File: src/textured_pixel_blend_composite_assert.svh
// ----------------------------------------------------------------------------
// Assertion macros for the textured pixel blend compositor
// Shared property wrappers for same-cycle and next-cycle implications.
// ----------------------------------------------------------------------------
`ifndef TEXTURED_PIXEL_BLEND_COMPOSITE_ASSERT_SVH
`define TEXTURED_PIXEL_BLEND_COMPOSITE_ASSERT_SVH

// Same-cycle implication, disabled while reset is active.
`define TPBC_ASSERT_IMPL(label, clk, rst_n, ante, cons, msg) \
    label: assert property (@(posedge clk) disable iff (!rst_n) (ante) |-> (cons)) \
        else $error(msg);

// Next-cycle implication, disabled while reset is active.
`define TPBC_ASSERT_NEXT(label, clk, rst_n, ante, cons, msg) \
    label: assert property (@(posedge clk) disable iff (!rst_n) (ante) |=> (cons)) \
        else $error(msg);

`endif

File: src/tpbc_pkg.sv
// ----------------------------------------------------------------------------
// tpbc_pkg
// Types, constants and functions shared by the compositor pipeline.
// ----------------------------------------------------------------------------
package tpbc_pkg;

    localparam int FRAC_BITS_DEF = 8;

    localparam int PM_LAT   = 4;
    localparam int FLT_LAT  = 3;
    localparam int BLD_LAT  = 2;
    localparam int DIV_LAT  = 9;
    localparam int PIPE_LAT = PM_LAT + FLT_LAT + BLD_LAT + DIV_LAT + 1;

    localparam logic [2:0] CFG_FACTOR_KINDS = 3'd0;
    localparam logic [2:0] CFG_CLAMP_SUMS   = 3'd1;
    localparam logic [2:0] CFG_FILTER_MODE  = 3'd2;
    localparam logic [2:0] CFG_SCALE_RED    = 3'd3;
    localparam logic [2:0] CFG_SCALE_GREEN  = 3'd4;
    localparam logic [2:0] CFG_SCALE_BLUE   = 3'd5;
    localparam logic [2:0] CFG_SCALE_ALPHA  = 3'd6;

    localparam logic [15:0] KINDS_RESET = 16'h5511;
    localparam logic [15:0] SCALE_RESET = 16'd4096;

    localparam logic [3:0] KIND_ZERO     = 4'd0;
    localparam logic [3:0] KIND_ONE      = 4'd1;
    localparam logic [3:0] KIND_SC       = 4'd2;
    localparam logic [3:0] KIND_ONE_M_SC = 4'd3;
    localparam logic [3:0] KIND_SA       = 4'd4;
    localparam logic [3:0] KIND_ONE_M_SA = 4'd5;
    localparam logic [3:0] KIND_DC       = 4'd6;
    localparam logic [3:0] KIND_ONE_M_DC = 4'd7;
    localparam logic [3:0] KIND_DA       = 4'd8;
    localparam logic [3:0] KIND_ONE_M_DA = 4'd9;

    localparam logic [16:0] Q16_ONE = 17'd65536;
    localparam logic [15:0] DIV_PREMUL = 16'd65025;
    localparam logic [24:0] RECIP_PREMUL = 25'((64'd1 << 40) / 64'd65025);

    typedef logic [3:0][16:0] t_q16px;
    typedef logic [3:0][20:0] t_smp;
    typedef logic [3:0][15:0] t_scales;
    typedef logic [2:0][29:0] t_sums;

    typedef struct packed {
        logic [15:0] kinds;
        logic        clamp;
    } t_blend_cfg;

    function automatic logic signed [22:0] blend_factor(
        input logic [3:0]  kind,
        input logic [20:0] sc,
        input logic [20:0] sa,
        input logic [20:0] dc,
        input logic [20:0] da
    );
        logic signed [22:0] one;
        logic signed [22:0] f;
        one = 23'sd65536;
        case (kind)
            KIND_ONE:      f = one;
            KIND_SC:       f = $signed({2'b00, sc});
            KIND_ONE_M_SC: f = one - $signed({2'b00, sc});
            KIND_SA:       f = $signed({2'b00, sa});
            KIND_ONE_M_SA: f = one - $signed({2'b00, sa});
            KIND_DC:       f = $signed({2'b00, dc});
            KIND_ONE_M_DC: f = one - $signed({2'b00, dc});
            KIND_DA:       f = $signed({2'b00, da});
            KIND_ONE_M_DA: f = one - $signed({2'b00, da});
            default:       f = '0;
        endcase
        return f;
    endfunction

endpackage

File: src/tpbc_div.sv
// ----------------------------------------------------------------------------
// tpbc_div
// Pipelined restoring divider that unpremultiplies one colour to a byte.
// ----------------------------------------------------------------------------
module tpbc_div (
    input  logic        i_clk,
    input  logic        i_en,
    input  logic [29:0] i_sum,
    input  logic [16:0] i_oa,
    output logic [7:0]  o_byte
);
    import tpbc_pkg::*;

    localparam int STEPS = DIV_LAT - 1;

    logic [24:0]      r_rem  [0:STEPS];
    logic [17:0]      r_den  [0:STEPS];
    logic [STEPS-1:0] r_quo  [0:STEPS];
    logic             r_zero [0:STEPS];
    logic             r_sat  [0:STEPS];

    logic [24:0]      n_rem [0:STEPS];
    logic [STEPS-1:0] n_quo [0:STEPS];
    logic             n_zero;
    logic             n_sat;

    always_comb begin
        logic [38:0] num;
        logic [24:0] sub;
        logic        take;
        num    = 39'(i_sum[28:0]) * 39'd510 + 39'(i_oa);
        n_zero = i_sum[29] || (i_sum == '0);
        n_sat  = !n_zero && (num >= (39'(i_oa) << 9));
        n_rem[0] = (n_zero || n_sat) ? '0 : num[24:0];
        n_quo[0] = '0;
        for (int k = 0; k < STEPS; k++) begin
            sub  = 25'(r_den[k]) << (STEPS - 1 - k);
            take = (r_rem[k] >= sub);
            n_rem[k+1] = take ? r_rem[k] - sub : r_rem[k];
            n_quo[k+1] = r_quo[k];
            n_quo[k+1][STEPS-1-k] = take;
        end
    end

    always_ff @(posedge i_clk) begin
        if (i_en) begin
            r_rem[0]  <= n_rem[0];
            r_quo[0]  <= n_quo[0];
            r_den[0]  <= {i_oa, 1'b0};
            r_zero[0] <= n_zero;
            r_sat[0]  <= n_sat;
            for (int k = 0; k < STEPS; k++) begin
                r_rem[k+1]  <= n_rem[k+1];
                r_quo[k+1]  <= n_quo[k+1];
                r_den[k+1]  <= r_den[k];
                r_zero[k+1] <= r_zero[k];
                r_sat[k+1]  <= r_sat[k];
            end
        end
    end

    assign o_byte = r_zero[STEPS] ? 8'd0 : (r_sat[STEPS] ? 8'hff : 8'(r_quo[STEPS]));

endmodule

File: config.mk
export PLATFORM = sky130hd
export DESIGN_NAME = tpbc_div
export DESIGN_NICKNAME = d
export VERILOG_FILES = /design/src/textured_pixel_blend_composite_assert.svh /design/src/tpbc_pkg.sv /design/src/tpbc_div.sv
export SDC_FILE = /design/constraint.sdc
export NUM_CORES = 1
export LEC_CHECK = 0
export BUFFER_PORTS_ARGS = -buffer_cell sky130_fd_sc_hd__buf_2
export CORE_MARGIN = 3
export CORE_UTILIZATION = 50
export DETAILED_ROUTE_END_ITERATION = 10
export GPL_ROUTABILITY_DRIVEN = 0
export PLACE_DENSITY = 0.68
export SLEW_MARGIN = 20
export SYNTH_ARGS = -nofsm -noshare
export SYNTH_HDL_FRONTEND = slang
export SYNTH_SLANG_ARGS = --single-unit
File: constraint.sdc
create_clock -name i_clk -period 9.5 [get_ports i_clk]
set_input_delay 0.475 -clock i_clk [delete_from_list [all_inputs] [get_ports i_clk]]
set_output_delay 0.475 -clock i_clk [all_outputs]
set_load 0.02 [all_outputs]
## Word level (Yosys, flattened, before mapping)

Memory sizes are Yosys's and may differ from the RTL's.
Cells that the tools add are included.
W data, S select, Z words.

- Register bits: 0
- RAM bits: 477
- Input bits: 49
- Output and inout bits: 8
- Logic and storage cells: 42
- Memories: 5

Memories:

| name | words | bits a word | rd ports | clocked after memory_dff | write ports | RTL line | source |
|---|---|---|---|---|---|---|---|
| r_rem | 9 | 25 | 8 | 0 | 9 | tpbc_div.sv:16 | `logic [24:0] r_rem [0:STEPS];` |
| r_den | 9 | 18 | 8 | 0 | 9 | tpbc_div.sv:17 | `logic [17:0] r_den [0:STEPS];` |
| r_quo | 9 | 8 | 9 | 0 | 9 | tpbc_div.sv:18 | `logic [STEPS-1:0] r_quo [0:STEPS];` |
| r_sat | 9 | 1 | 9 | 0 | 9 | tpbc_div.sv:20 | `logic r_sat [0:STEPS];` |
| r_zero | 9 | 1 | 9 | 0 | 9 | tpbc_div.sv:19 | `logic r_zero [0:STEPS];` |

- Add/sub/neg operators: 9
- $mul: 1
- Magnitude comparators: 9
- Muxes and demuxes: 13
- Reductions and logical operators: 5

Operator list:

| operator | number |
|---|---|
| $mux W25 | 9 |
| $add A38 B17 Y39 | 1 |
| $ge A39 B26 Y1 | 1 |
| $mul A29 B8 Y37 const B | 1 |
| $logic_not A30 Y1 | 1 |
| $ge A25 B18 Y1 | 1 |
| $ge A25 B19 Y1 | 1 |
| $ge A25 B20 Y1 | 1 |
| $ge A25 B21 Y1 | 1 |
| $ge A25 B22 Y1 | 1 |
| $ge A25 B23 Y1 | 1 |
| $ge A25 B24 Y1 | 1 |
| $ge A25 B25 Y1 | 1 |
| $sub A25 B18 Y25 | 1 |
| $sub A25 B19 Y25 | 1 |
| $sub A25 B20 Y25 | 1 |
| $sub A25 B21 Y25 | 1 |
| $sub A25 B22 Y25 | 1 |
| $sub A25 B23 Y25 | 1 |
| $sub A25 B24 Y25 | 1 |
| $sub A25 B25 Y25 | 1 |
| $mux W8 | 2 |
| $logic_or A1 B1 Y1 | 2 |
| $mux W1 | 2 |
| 2 further kinds | 2 |

## Longest topological paths before layout

- Depth in word-level cells: 6
- Mapped depth: 36
- Mapped depth without buffers: 34

## Least setup slack after synthesis

Ideal clock, no wire load.

- Path type: input-to-reg
- Start: input port i_sum[4]
- End: memory r_rem[0][0] (data pin)
- Setup time: 0.150 ns
- Arrival: 7.767 ns
- Required time: 9.350 ns
- Slack: 1.583 ns
- Stages: 33
- Buffers on the path: 1
- Cells stage by stage: inv_1 fa_1 inv_1 fa_1 fa_1 inv_1 fa_1 inv_1 ha_1 xnor2_1 ha_1 a21o_1 a21o_1 or2_0 or4_1 o2111a_1 o21a_1 a21o_1 and3_1 xor2_1 ha_1 a21o_1 a21oi_1 nor2b_1 a2111oi_0 o221ai_1 a21oi_1 o31ai_1 a21o_1 a211oi_2 o211ai_4 buf_6 nor3_2

RTL lines:

| element | RTL line | source |
|---|---|---|
| from (decl) | tpbc_div.sv:8 | `input logic [29:0] i_sum,` |
| to (decl) | tpbc_div.sv:16 |  |

==> results.json <==
{
  "core_area_sq_um": 54030,
  "rsz0062_at_grt": "false",
  "fin_nets": 3013,
  "clock_latency_ns": 0.55,
  "maxSlewHeadroom_pct": 33.48,
  "max_freq_mhz": 118.1,
  "grt_usage_pct": 19.38,
  "cts_setup_buffers": 0,
  "synth_flop_cell": "edfxtp_1",
  "hp-class": "input port to register",
  "drtPass1Iterations": 5,
  "fin_crit_sh_pct": 89.12,
  "final_antenna_net_count": 0,
  "grt_pass1_vias": 19000,
  "grt_max_degree": 191,
  "yosysMostFrequentCell": "inv_1",
  "area_growth_pct": 8.340,
  "min_period_ns": 8.466,
  "cts.sinks": 390,
  "seq_area_sq_um": 11710,
  "whs_ns": 0.1478,
  "yosys-top-cells-area": "edfxtp_1 43%, ha_1 11%, fa_1 10%, inv_1 5.6%, xnor2_1 3.1%",
  "run_status": "complete, no violations",
  "start_kind": "input port",
  "die_h_microns": 240.2,
  "hold_violations": 0,
  "htree_levels": 2,
  "drive_above_1_share_pct": 8.547,
  "synth_common_cells": "411 x inv_1, 390 x edfxtp_1, 239 x ha_1",
  "synth.cell_area_sq_um": 27430,
  "finalSetupViolCount": 0,
  "drc": 0,
  "drtIter0Drc": 1004,
  "skew_ns": 0.02277,
  "synth_fp_nets": 2943,
  "slew_violations": 0,
  "port_buffers": 56,
  "ys.warnings.count": 0,
  "cts_tree": "built",
  "synth_area_per_cell_sq_um": 10.92,
  "cts_buffers": 40,
  "crit_type": "input port to register",
  "routedWlPerCell_microns": 16.75,
  "rows": 85,
  "grt_overflow": 0,
  "grt_pass1_wl_mm": 90.42,
  "yosysUniqueCellTypes": 93,
  "yosysSeqAreaShare_pct": 42.70,
  "antenna_found_initial": 8,
  "clockRootBuffer": "clkbuf_16",
  "synth_cells": 2512,
  "multi_input_area_sq_um": 13990,
  "slowest_delay_ns": 0.61,
  "yosys.area.top_type": "edfxtp_1",
  "fin_tns_setup_ns": 0,
  "cp.arrival_ns": 8.77,
  "hold_buffers": 0,
  "synth_top_area_share_pct": 42.70,
  "worst_pin_slew_ns": 0.9978,
  "path_max_fanout": 26,
  "ys_ff_latch": 390,
  "viasPerCell": 5.497,
  "initial_core_util_pct": 50.76,
  "routed-via-count": 18190,
  "async_reset_ff_share_pct": 0,
  "post_cts_resized": 0,
  "dieArea_sq_um": 57700,
  "fp.dieW_microns": 240.2,
  "clk_pin_slew_ns": 0.05,
  "synth-edff-count": 390,
  "cap_violations": 0,
  "wirelength_mm": 55.43,
  "clock_path_buffers": 3,
  "cp-end-kind": "register",
  "critPathRequiredTime_ns": 9.80,
  "fill_cells": 4552,
  "hpwlAfterDp_mm": 44.10,
  "cpMaxStageDelayCell": "fa_1",
  "io_pins": 57
}
[critical path, delay by kind of cell]
family                   cells  cell delay (ns)
buffers and inverters        5             0.39
AO/OA/AOI/OAI               15             3.43
adder cells (fa/ha/maj)      7             3.11
XOR/XNOR                     2             0.36
AND/OR/NAND/NOR              4             0.97
[final timing paths]
kind / start / end / slack (ns) / cells past startpoint
worst max-delay path: i_sum[3] / r_sat[0][0] / 1.03 / 33
worst min-delay path: i_oa[3] / r_den[0][4] / 0.15 / 1
worst max register to register: r_den[0][38] / r_rem[0][93] / 5.04 / 15
worst min register to register: r_quo[3][5] / r_quo[4][5] / 0.41 / 0
[layer usage]
metal  vias to the layer above  routed length [microns]  global-route usage (%)
met5                         -                       43                       0
met4                         8                     3035                   9.982
met3                       182                     1766                   2.592
met2                       385                    30740                   39.21
met1                      8654                    19850                   18.86
li1                       8960                        -                       -
[cell usage in the layout, fill, tap and decap left out, types with 29 or more instances in the layout]
master / Yosys / layout
a21oi_1: 163 / 163
nand4_1: 32 / 32
ha_1: 239 / 239
nand2b_1: 30 / 30
o21ai_0: 91 / 90
a21o_1: 56 / 56
nor3_1: 38 / 38
xnor2_1: 97 / 97
edfxtp_1: 390 / 390
inv_1: 411 / 411
buf_2: 5 / 55
clkbuf_16: 0 / 40
xor2_1: 46 / 46
nand2_1: 141 / 141
mux2_2: 37 / 37
nor2_1: 164 / 164
fa_1: 143 / 143
nor2b_1: 32 / 32
o21a_1: 29 / 29
nand3_1: 53 / 53
[through the flow]
step                      instance area (sq um)  utilization (%)  instances  setup slack, ns
after floorplan                           27430                -       2512            1.583
after global placement                    28500            52.75       3236           0.8238
after global routing                      29700            54.98       3305           0.6288
after detailed placement                  28500            52.75       3236           0.5574
final                                     29710            55.00       3309            1.034
after CTS                                 29700            54.98       3305            1.133
[cell families (layout without fill, tap and decap cells)]
group,count (synthesis),after routing,share of synthesized area [%]
AND/OR/NAND/NOR,606,606,11.29
flip-flops,390,390,42.70
buffers and inverters,450,547,6.360
multiplexers,46,46,1.857
XOR/XNOR,144,144,4.626
other,0,4,0
adder cells (fa/ha/maj),382,382,21.34
AO/OA/AOI/OAI,494,494,11.82
[sequential cells by signal, summed over array words and instances (netlist names)]
signal and flops:
r_rem 200, r_den 136, r_quo 36, r_sat 9, r_zero 9
[area by class of cell]
cell class | count | area share (%)
multi-input cells | 1672 | 47.09
flip-flops and latches | 390 | 39.42
inverters | 412 | 5.205
clock buffers | 51 | 3.508
well taps | 696 | 2.931
repair buffers | 66 | 1.272
clock inverters | 18 | 0.5474
diodes | 4 | 0.03369
Power is left out: the tool's default activity adds up to more than one toggle a clock period on the data nets, which glitch-free logic cannot reach.
