**src/textured_pixel_blend_composite_assert.svh**
```systemverilog
// ----------------------------------------------------------------------------
// Assertion macros for the textured pixel blend compositor
// Shared property wrappers for same-cycle and next-cycle implications.
// ----------------------------------------------------------------------------
`ifndef TEXTURED_PIXEL_BLEND_COMPOSITE_ASSERT_SVH
`define TEXTURED_PIXEL_BLEND_COMPOSITE_ASSERT_SVH

// Same-cycle implication, disabled while reset is active.
`define TPBC_ASSERT_IMPL(label, clk, rst_n, ante, cons, msg) \
    label: assert property (@(posedge clk) disable iff (!rst_n) (ante) |-> (cons)) \
        else $error(msg);

// Next-cycle implication, disabled while reset is active.
`define TPBC_ASSERT_NEXT(label, clk, rst_n, ante, cons, msg) \
    label: assert property (@(posedge clk) disable iff (!rst_n) (ante) |=> (cons)) \
        else $error(msg);

`endif

```
**src/tpbc_pkg.sv**
```systemverilog
// ----------------------------------------------------------------------------
// tpbc_pkg
// Types, constants and functions shared by the compositor pipeline.
// ----------------------------------------------------------------------------
package tpbc_pkg;

    localparam int FRAC_BITS_DEF = 8;

    localparam int PM_LAT   = 4;
    localparam int FLT_LAT  = 3;
    localparam int BLD_LAT  = 2;
    localparam int DIV_LAT  = 9;
    localparam int PIPE_LAT = PM_LAT + FLT_LAT + BLD_LAT + DIV_LAT + 1;

    localparam logic [2:0] CFG_FACTOR_KINDS = 3'd0;
    localparam logic [2:0] CFG_CLAMP_SUMS   = 3'd1;
    localparam logic [2:0] CFG_FILTER_MODE  = 3'd2;
    localparam logic [2:0] CFG_SCALE_RED    = 3'd3;
    localparam logic [2:0] CFG_SCALE_GREEN  = 3'd4;
    localparam logic [2:0] CFG_SCALE_BLUE   = 3'd5;
    localparam logic [2:0] CFG_SCALE_ALPHA  = 3'd6;

    localparam logic [15:0] KINDS_RESET = 16'h5511;
    localparam logic [15:0] SCALE_RESET = 16'd4096;

    localparam logic [3:0] KIND_ZERO     = 4'd0;
    localparam logic [3:0] KIND_ONE      = 4'd1;
    localparam logic [3:0] KIND_SC       = 4'd2;
    localparam logic [3:0] KIND_ONE_M_SC = 4'd3;
    localparam logic [3:0] KIND_SA       = 4'd4;
    localparam logic [3:0] KIND_ONE_M_SA = 4'd5;
    localparam logic [3:0] KIND_DC       = 4'd6;
    localparam logic [3:0] KIND_ONE_M_DC = 4'd7;
    localparam logic [3:0] KIND_DA       = 4'd8;
    localparam logic [3:0] KIND_ONE_M_DA = 4'd9;

    localparam logic [16:0] Q16_ONE = 17'd65536;
    localparam logic [15:0] DIV_PREMUL = 16'd65025;
    localparam logic [24:0] RECIP_PREMUL = 25'((64'd1 << 40) / 64'd65025);

    typedef logic [3:0][16:0] t_q16px;
    typedef logic [3:0][20:0] t_smp;
    typedef logic [3:0][15:0] t_scales;
    typedef logic [2:0][29:0] t_sums;

    typedef struct packed {
        logic [15:0] kinds;
        logic        clamp;
    } t_blend_cfg;

    function automatic logic signed [22:0] blend_factor(
        input logic [3:0]  kind,
        input logic [20:0] sc,
        input logic [20:0] sa,
        input logic [20:0] dc,
        input logic [20:0] da
    );
        logic signed [22:0] one;
        logic signed [22:0] f;
        one = 23'sd65536;
        case (kind)
            KIND_ONE:      f = one;
            KIND_SC:       f = $signed({2'b00, sc});
            KIND_ONE_M_SC: f = one - $signed({2'b00, sc});
            KIND_SA:       f = $signed({2'b00, sa});
            KIND_ONE_M_SA: f = one - $signed({2'b00, sa});
            KIND_DC:       f = $signed({2'b00, dc});
            KIND_ONE_M_DC: f = one - $signed({2'b00, dc});
            KIND_DA:       f = $signed({2'b00, da});
            KIND_ONE_M_DA: f = one - $signed({2'b00, da});
            default:       f = '0;
        endcase
        return f;
    endfunction

endpackage

```
**src/tpbc_premul.sv**
```systemverilog
// ----------------------------------------------------------------------------
// tpbc_premul
// Converts a straight RGBA8 pixel to premultiplied Q16 channels.
// ----------------------------------------------------------------------------
module tpbc_premul (
    input  logic             i_clk,
    input  logic             i_en,
    input  logic [31:0]      i_pixel,
    output tpbc_pkg::t_q16px o_premul
);
    import tpbc_pkg::*;

    logic [2:0][15:0] r_s1_p;
    logic [16:0]      r_s1_a;
    logic [2:0][31:0] r_s2_x;
    logic [2:0][16:0] r_s2_q0;
    logic [16:0]      r_s2_a;
    logic [2:0][31:0] r_s3_x;
    logic [2:0][16:0] r_s3_q0;
    logic [2:0][32:0] r_s3_m;
    logic [16:0]      r_s3_a;
    t_q16px           r_s4_t;

    logic [2:0][15:0] n_s1_p;
    logic [16:0]      n_s1_a;
    logic [2:0][31:0] n_s2_x;
    logic [2:0][16:0] n_s2_q0;
    logic [2:0][32:0] n_s3_m;
    t_q16px           n_s4_t;

    always_comb begin
        logic [7:0]  a;
        logic [56:0] prod;
        logic [32:0] rem;
        a = i_pixel[31:24];
        n_s1_a = 17'(a) * 17'd257 + 17'(a[7]);
        for (int k = 0; k < 3; k++) begin
            n_s1_p[k] = {8'd0, i_pixel[8*k +: 8]} * {8'd0, a};
        end
        for (int k = 0; k < 3; k++) begin
            n_s2_x[k]  = {r_s1_p[k], 16'd32512};
            prod       = 57'(n_s2_x[k]) * 57'(RECIP_PREMUL);
            n_s2_q0[k] = prod[56:40];
        end
        for (int k = 0; k < 3; k++) begin
            n_s3_m[k] = 33'(r_s2_q0[k]) * 33'(DIV_PREMUL);
        end
        for (int k = 0; k < 3; k++) begin
            rem       = {1'b0, r_s3_x[k]} - r_s3_m[k];
            n_s4_t[k] = r_s3_q0[k] + 17'(rem >= 33'(DIV_PREMUL));
        end
        n_s4_t[3] = r_s3_a;
    end

    always_ff @(posedge i_clk) begin
        if (i_en) begin
            r_s1_p  <= n_s1_p;
            r_s1_a  <= n_s1_a;
            r_s2_x  <= n_s2_x;
            r_s2_q0 <= n_s2_q0;
            r_s2_a  <= r_s1_a;
            r_s3_x  <= r_s2_x;
            r_s3_q0 <= r_s2_q0;
            r_s3_m  <= n_s3_m;
            r_s3_a  <= r_s2_a;
            r_s4_t  <= n_s4_t;
        end
    end

    assign o_premul = r_s4_t;

endmodule

```
**config.mk**
```make
export PLATFORM = sky130hd
export DESIGN_NAME = tpbc_premul
export DESIGN_NICKNAME = d
export VERILOG_FILES = /design/src/textured_pixel_blend_composite_assert.svh /design/src/tpbc_pkg.sv /design/src/tpbc_premul.sv
export SDC_FILE = /design/constraint.sdc
export NUM_CORES = 2
export LEC_CHECK = 0
export CAP_MARGIN = 5
export CORE_MARGIN = 8
export CORE_UTILIZATION = 42
export DETAILED_ROUTE_END_ITERATION = 6
export DONT_BUFFER_PORTS = 1
export PLACE_DENSITY = 0.57
export SYNTH_ARGS = -nofsm -noshare
export SYNTH_HDL_FRONTEND = slang
export SYNTH_SLANG_ARGS = --single-unit
```
**constraint.sdc**
```tcl
create_clock -name i_clk -period 8.3 [get_ports i_clk]
set_clock_uncertainty 0.15 [all_clocks]
set_input_delay 1.66 -clock i_clk [delete_from_list [all_inputs] [get_ports i_clk]]
set_output_delay 1.66 -clock i_clk [all_outputs]
set_load 0.05 [all_outputs]
```
## Word-level counts from Yosys, hierarchy flattened

Index checks and enable logic that the tools add are counted.

| cells by class | value |
|---|---|
| add/sub/neg operators | 7 |
| $mul | 10 |
| order comparisons | 3 |

Operators by type and width:

| cell | count |
|---|---|
| multiplier 24 x 23 -> 47 bit, second input constant | 3 |
| >= comparator 33 x 16 -> 1 bit, second input constant | 3 |
| multiplier 17 x 16 -> 33 bit, second input constant | 3 |
| subtractor 32 x 33 -> 33 bit | 3 |
| adder 17 x 1 -> 17 bit | 4 |
| multiplier 8 x 8 -> 16 bit | 3 |
| multiplier 8 x 9 -> 17 bit, second input constant | 1 |

| storage, ports and cells | value |
|---|---|
| register bits after elaboration | 464 |
| bits of input ports | 34 |
| word-level logic and storage cells | 45 |

## Longest topological paths before layout

| logic depth | value |
|---|---|
| word-level depth | 3 |
| mapped depth | 22 |

## Worst setup path before layout

OpenSTA, ideal clock, no wires.

| timing | value |
|---|---|
| kind | input-to-reg |
| start point | in i_pixel[31] |
| end point | reg r_s1_p (netlist bit n_s2_x[29]), data pin |
| data arrival time | 5879 ps |
| data required time | 7892 ps |
| path slack | 2013 ps |
| stages | 17 |
| cell sequence | clkbuf_1 -> clkbuf_1 -> nand2_1 -> fa_1 -> fa_1 -> inv_1 -> fa_1 -> fa_1 -> ha_1 -> a21boi_0 -> o21ai_0 -> a21boi_0 -> o21ai_0 -> a21boi_0 -> o21ai_0 -> nor2b_1 -> xnor2_1 |

RTL lines:

| what | RTL line | RTL |
|---|---|---|
| start, declared | tpbc_premul.sv:8 | `input logic [31:0] i_pixel,` |
| end signal, assigned | tpbc_premul.sv:57 | `r_s1_p <= n_s1_p;` |
| end, declared | tpbc_premul.sv:13 | `logic [2:0][15:0] r_s1_p;` |

==> impl_metrics.tcl <==
set metrics [dict create \
    holdPathStages 0 \
    clk_latency_ns 0.65 \
    clock_sinks 437 \
    dp_cells 5369 \
    routed_wirelength_um 91000 \
    period_share_pct 76.5 \
    tritoncts "done" \
    antenna_cells 0 \
    fillerInstances 9909 \
    period_minus_slack_ns 6.35 \
    drive_gt1_share_pct 3.17 \
    worstReg2RegStart "n_s2_x[89]" \
    drv_cap 0 \
    crit_top_cell "ha_1" \
    cp.required_ns 8.51 \
    rsz0062_at_grt "false" \
    cts.clk_slew.worst_paths_ns 0.06 \
    die-area_um2 117000 \
    synthCells 4008 \
    worstPathMaxFanout 6 \
    placementRows 120 \
    syn_nets 5387 \
    highest_layer "met4" \
    synth_top_area_share_pct 29.3 \
    ant_nets 0 \
    worst-path-buf-inv 2 \
    postCtsResizedCells 0 \
    synth-seq-cells 437 \
    drv_slew 189 \
    wl_per_cell_um 16.6 \
    fin_setup_tns_ns 0 \
    grtUsageTotal_pct 15.8 \
    finalHoldViolations 0 \
    avgSynthCellArea_um2 11.2 \
    synth_edf_count 437 \
    syn_to_final_growth_pct 7.64 \
    grt_pass1_vias 28300 \
    dieWidth_um 343 \
    hold_start "r_s2_x[61]" \
    grt_antenna_before_repair 1 \
    violations "max-slew violations" \
    path_cells "ha_1, ha_1, ha_1, ha_1, ha_1, fa_1, inv_1, fa_1, inv_1, ha_1, a21oi_1, o21ai_1, a2111oi_0, a32oi_1, a21o_1, a41o_1, o41a_1, o221ai_1, nand2b_1, xnor2_1" \
    synth_area_leaders "edfxtp_1, ha_1, fa_1" \
    grt_pass1_wl_um 150000 \
    ys_warn_count 0 \
    ys_seq_area_share_pct 29.3 \
    place_hpwl_um 72000 \
    cp.depth 20 \
    place_congestion 0.843 \
    cts_setup_buffers 0 \
    synth_top_cell_by_area "edfxtp_1" \
    reg2reg_to "r_s2_q0[49]" \
    outcome "finished with violations" \
    tightest_slew_ns 1.74 \
    h-tree-depth 2 \
    ys_async_sr_fraction_pct 0 \
    hp-class "reg -> reg" \
    netlist_area_um2 44800 \
    worst_path_max_delay_cell "fa_1" \
    critPathMaxStageDelay_ns 0.54 \
    dr.pass1.iters 5 \
    ioPinCount 102 \
    core-area_um2 106000 \
    start_util_pct 42.1 \
    met1_length_um 44300 \
    die_y_um 343 \
    cts.path.max_buffers 3 \
    ff2ff_setup_slack_ns 1.95 \
    synthFlopType "edfxtp_1" \
    holdPathEnd "r_s3_x[61]" \
    synthDistinctLibCells 89 \
    first_iter_violations 1107 \
    viasPerCell 5.03 \
    final_cell_count_no_fill 5472 \
    wl_met2_um 41100 \
    relSlewSlack_pct -16.3 \
    nets 5403 \
    multi_input_area_um2 28800 \
    drc 0 \
    grt_max_degree 438 \
    start_kind "register" \
    port_buffers 0 \
    crit_type "reg -> reg" \
    wl_met3_um 3700 \
    root_buffer "clkbuf_16" \
    cp_top_family "adder cells" \
    num_vias 27500 \
    finalSetupViolCount 0 \
    reg2regPathDepth 20 \
    hold_buffers 0 \
    grt-ovfl-total 0 \
    cts_buffers 56 \
    fmax_ghz 0.157 \
    endpoint_kind "register" \
    seqCellArea_um2 13100 \
    worst_ep_arrival_time_ns 6.56 \
]
## synth_stat cells (5+ instances only)
library cell	n
a2111oi_0	5
a211o_1	6
a211oi_1	24
a21boi_0	13
a21o_1	49
a21oi_1	142
a221oi_1	7
a31oi_1	17
and2_1	124
and3_1	27
and4_1	5
buf_2	7
clkbuf_1	32
edfxtp_1	437
fa_1	390
ha_1	955
inv_1	721
mux2i_1	8
nand2_1	193
nand2b_1	28
nand3_1	52
nand4_1	27
nor2_1	144
nor2b_1	29
nor3_1	53
nor3b_1	8
nor4_1	8
o211ai_1	11
o21a_1	22
o21ai_0	103
o21ai_1	12
o21bai_1	16
o221ai_1	6
o22ai_1	7
o41ai_1	6
or2_2	5
or3_1	12
xnor2_1	161
xor2_1	56
## metal layers
metal,vias up,track usage (%)
met1,13300,22.2
met5,-,0
li1,13700,-
met4,0,3.51
met3,99,2.88
met2,333,25.5
## area by class of cell
| class | count | area share (%) |
|---|---|---|
| inverters | 723 | 5.63 |
| multi-input cells | 2804 | 59.7 |
| clock inverters | 42 | 0.841 |
| clock buffers | 61 | 2.99 |
| repair buffers | 2 | 0.0311 |
| flip-flops and latches | 437 | 27.2 |
| well taps | 1403 | 3.64 |
## logic make-up after synthesis
family,after synthesis,share of synthesized area (%)
adders and majority gates,1345,44.1
buffers and inverters,767,6.49
and+or+nand+nor,743,8.60
AOI/OAI and AO/OA,489,7.01
DFF,437,29.3
xor gates and xnor gates,218,4.30
muxes,9,0.204
## worst register-to-register path, cell delays in order, from the launching register on
cell and delay, ns:
edfxtp_1 0.53, ha_1 0.35, ha_1 0.28, ha_1 0.30, ha_1 0.29, ha_1 0.31
fa_1 0.54, inv_1 0.05, fa_1 0.52, inv_1 0.04, ha_1 0.31, a21oi_1 0.15
o21ai_1 0.10, a2111oi_0 0.52, a32oi_1 0.18, a21o_1 0.25, a41o_1 0.32, o41a_1 0.37
o221ai_1 0.29, nand2b_1 0.17, xnor2_1 0.07
## through the flow
stage / area (um2) / setup WS [ns] / util, % / hold slack, ns
after floorplan: 44800 / 2.01 / - / 0.250
after global placement: 46400 / 2.06 / 43.6 / 0.251
after detailed placement: 46400 / 1.96 / 43.6 / 0.255
after CTS: 48200 / 1.96 / 45.3 / 0.245
after global routing: 48200 / 1.57 / 45.3 / 0.245
final: 48200 / 1.95 / 45.3 / 0.252
## flip-flops by register name, indices dropped and copies added, names as in the netlist
signal	count
n_s2_x	48
o_premul	68
r_s1_a	17
r_s2_a	17
r_s2_q0	51
r_s2_x	48
r_s3_a	17
r_s3_m	72
r_s3_q0	51
r_s3_x	48
## worst max path at each step
| stage | startpoint | to | slack (ns) |
|---|---|---|---|
| 6_report | n_s2_x[89] | r_s2_q0[49] | 1.95 |
| 5_1_grt | n_s2_x[60] | r_s2_q0[32] | 1.57 |
| 4_1_cts | n_s2_x[89] | r_s2_q0[49] | 1.96 |
| 3_5_place_dp | n_s2_x[58] | r_s2_q0[32] | 1.96 |
| 3_3_place_gp | n_s2_x[58] | r_s2_q0[32] | 2.06 |
| 2_1_floorplan | i_pixel[31] | n_s2_x[29] | 2.01 |
## cells in the final DEF, fill, tap and decap left out, types with 8 or more instances in the layout
cell type | netlist | routed
and2_1 | 124 | 124
ha_1 | 955 | 955
nand2b_1 | 28 | 28
xnor2_1 | 161 | 161
xor2_1 | 56 | 56
a21o_1 | 49 | 49
nand3_1 | 52 | 52
or3_1 | 12 | 12
nand4_1 | 27 | 27
nor3_1 | 53 | 53
o21a_1 | 22 | 22
inv_6 | 0 | 12
a31oi_1 | 17 | 17
a211oi_1 | 24 | 24
fa_1 | 390 | 390
nor4_1 | 8 | 8
a21oi_1 | 142 | 142
nor3b_1 | 8 | 8
nor2b_1 | 29 | 29
mux2i_1 | 8 | 8
inv_1 | 721 | 721
o21ai_0 | 103 | 103
clkbuf_16 | 0 | 57
nand2_1 | 193 | 193
o21ai_1 | 12 | 12
edfxtp_1 | 437 | 437
and3_1 | 27 | 27
o21bai_1 | 16 | 16
o211ai_1 | 11 | 11
a21boi_0 | 13 | 13
nor2_1 | 144 | 144
Power is not shown: default switching activity piles up to over one toggle a cycle in this logic, so the estimate is an artifact.
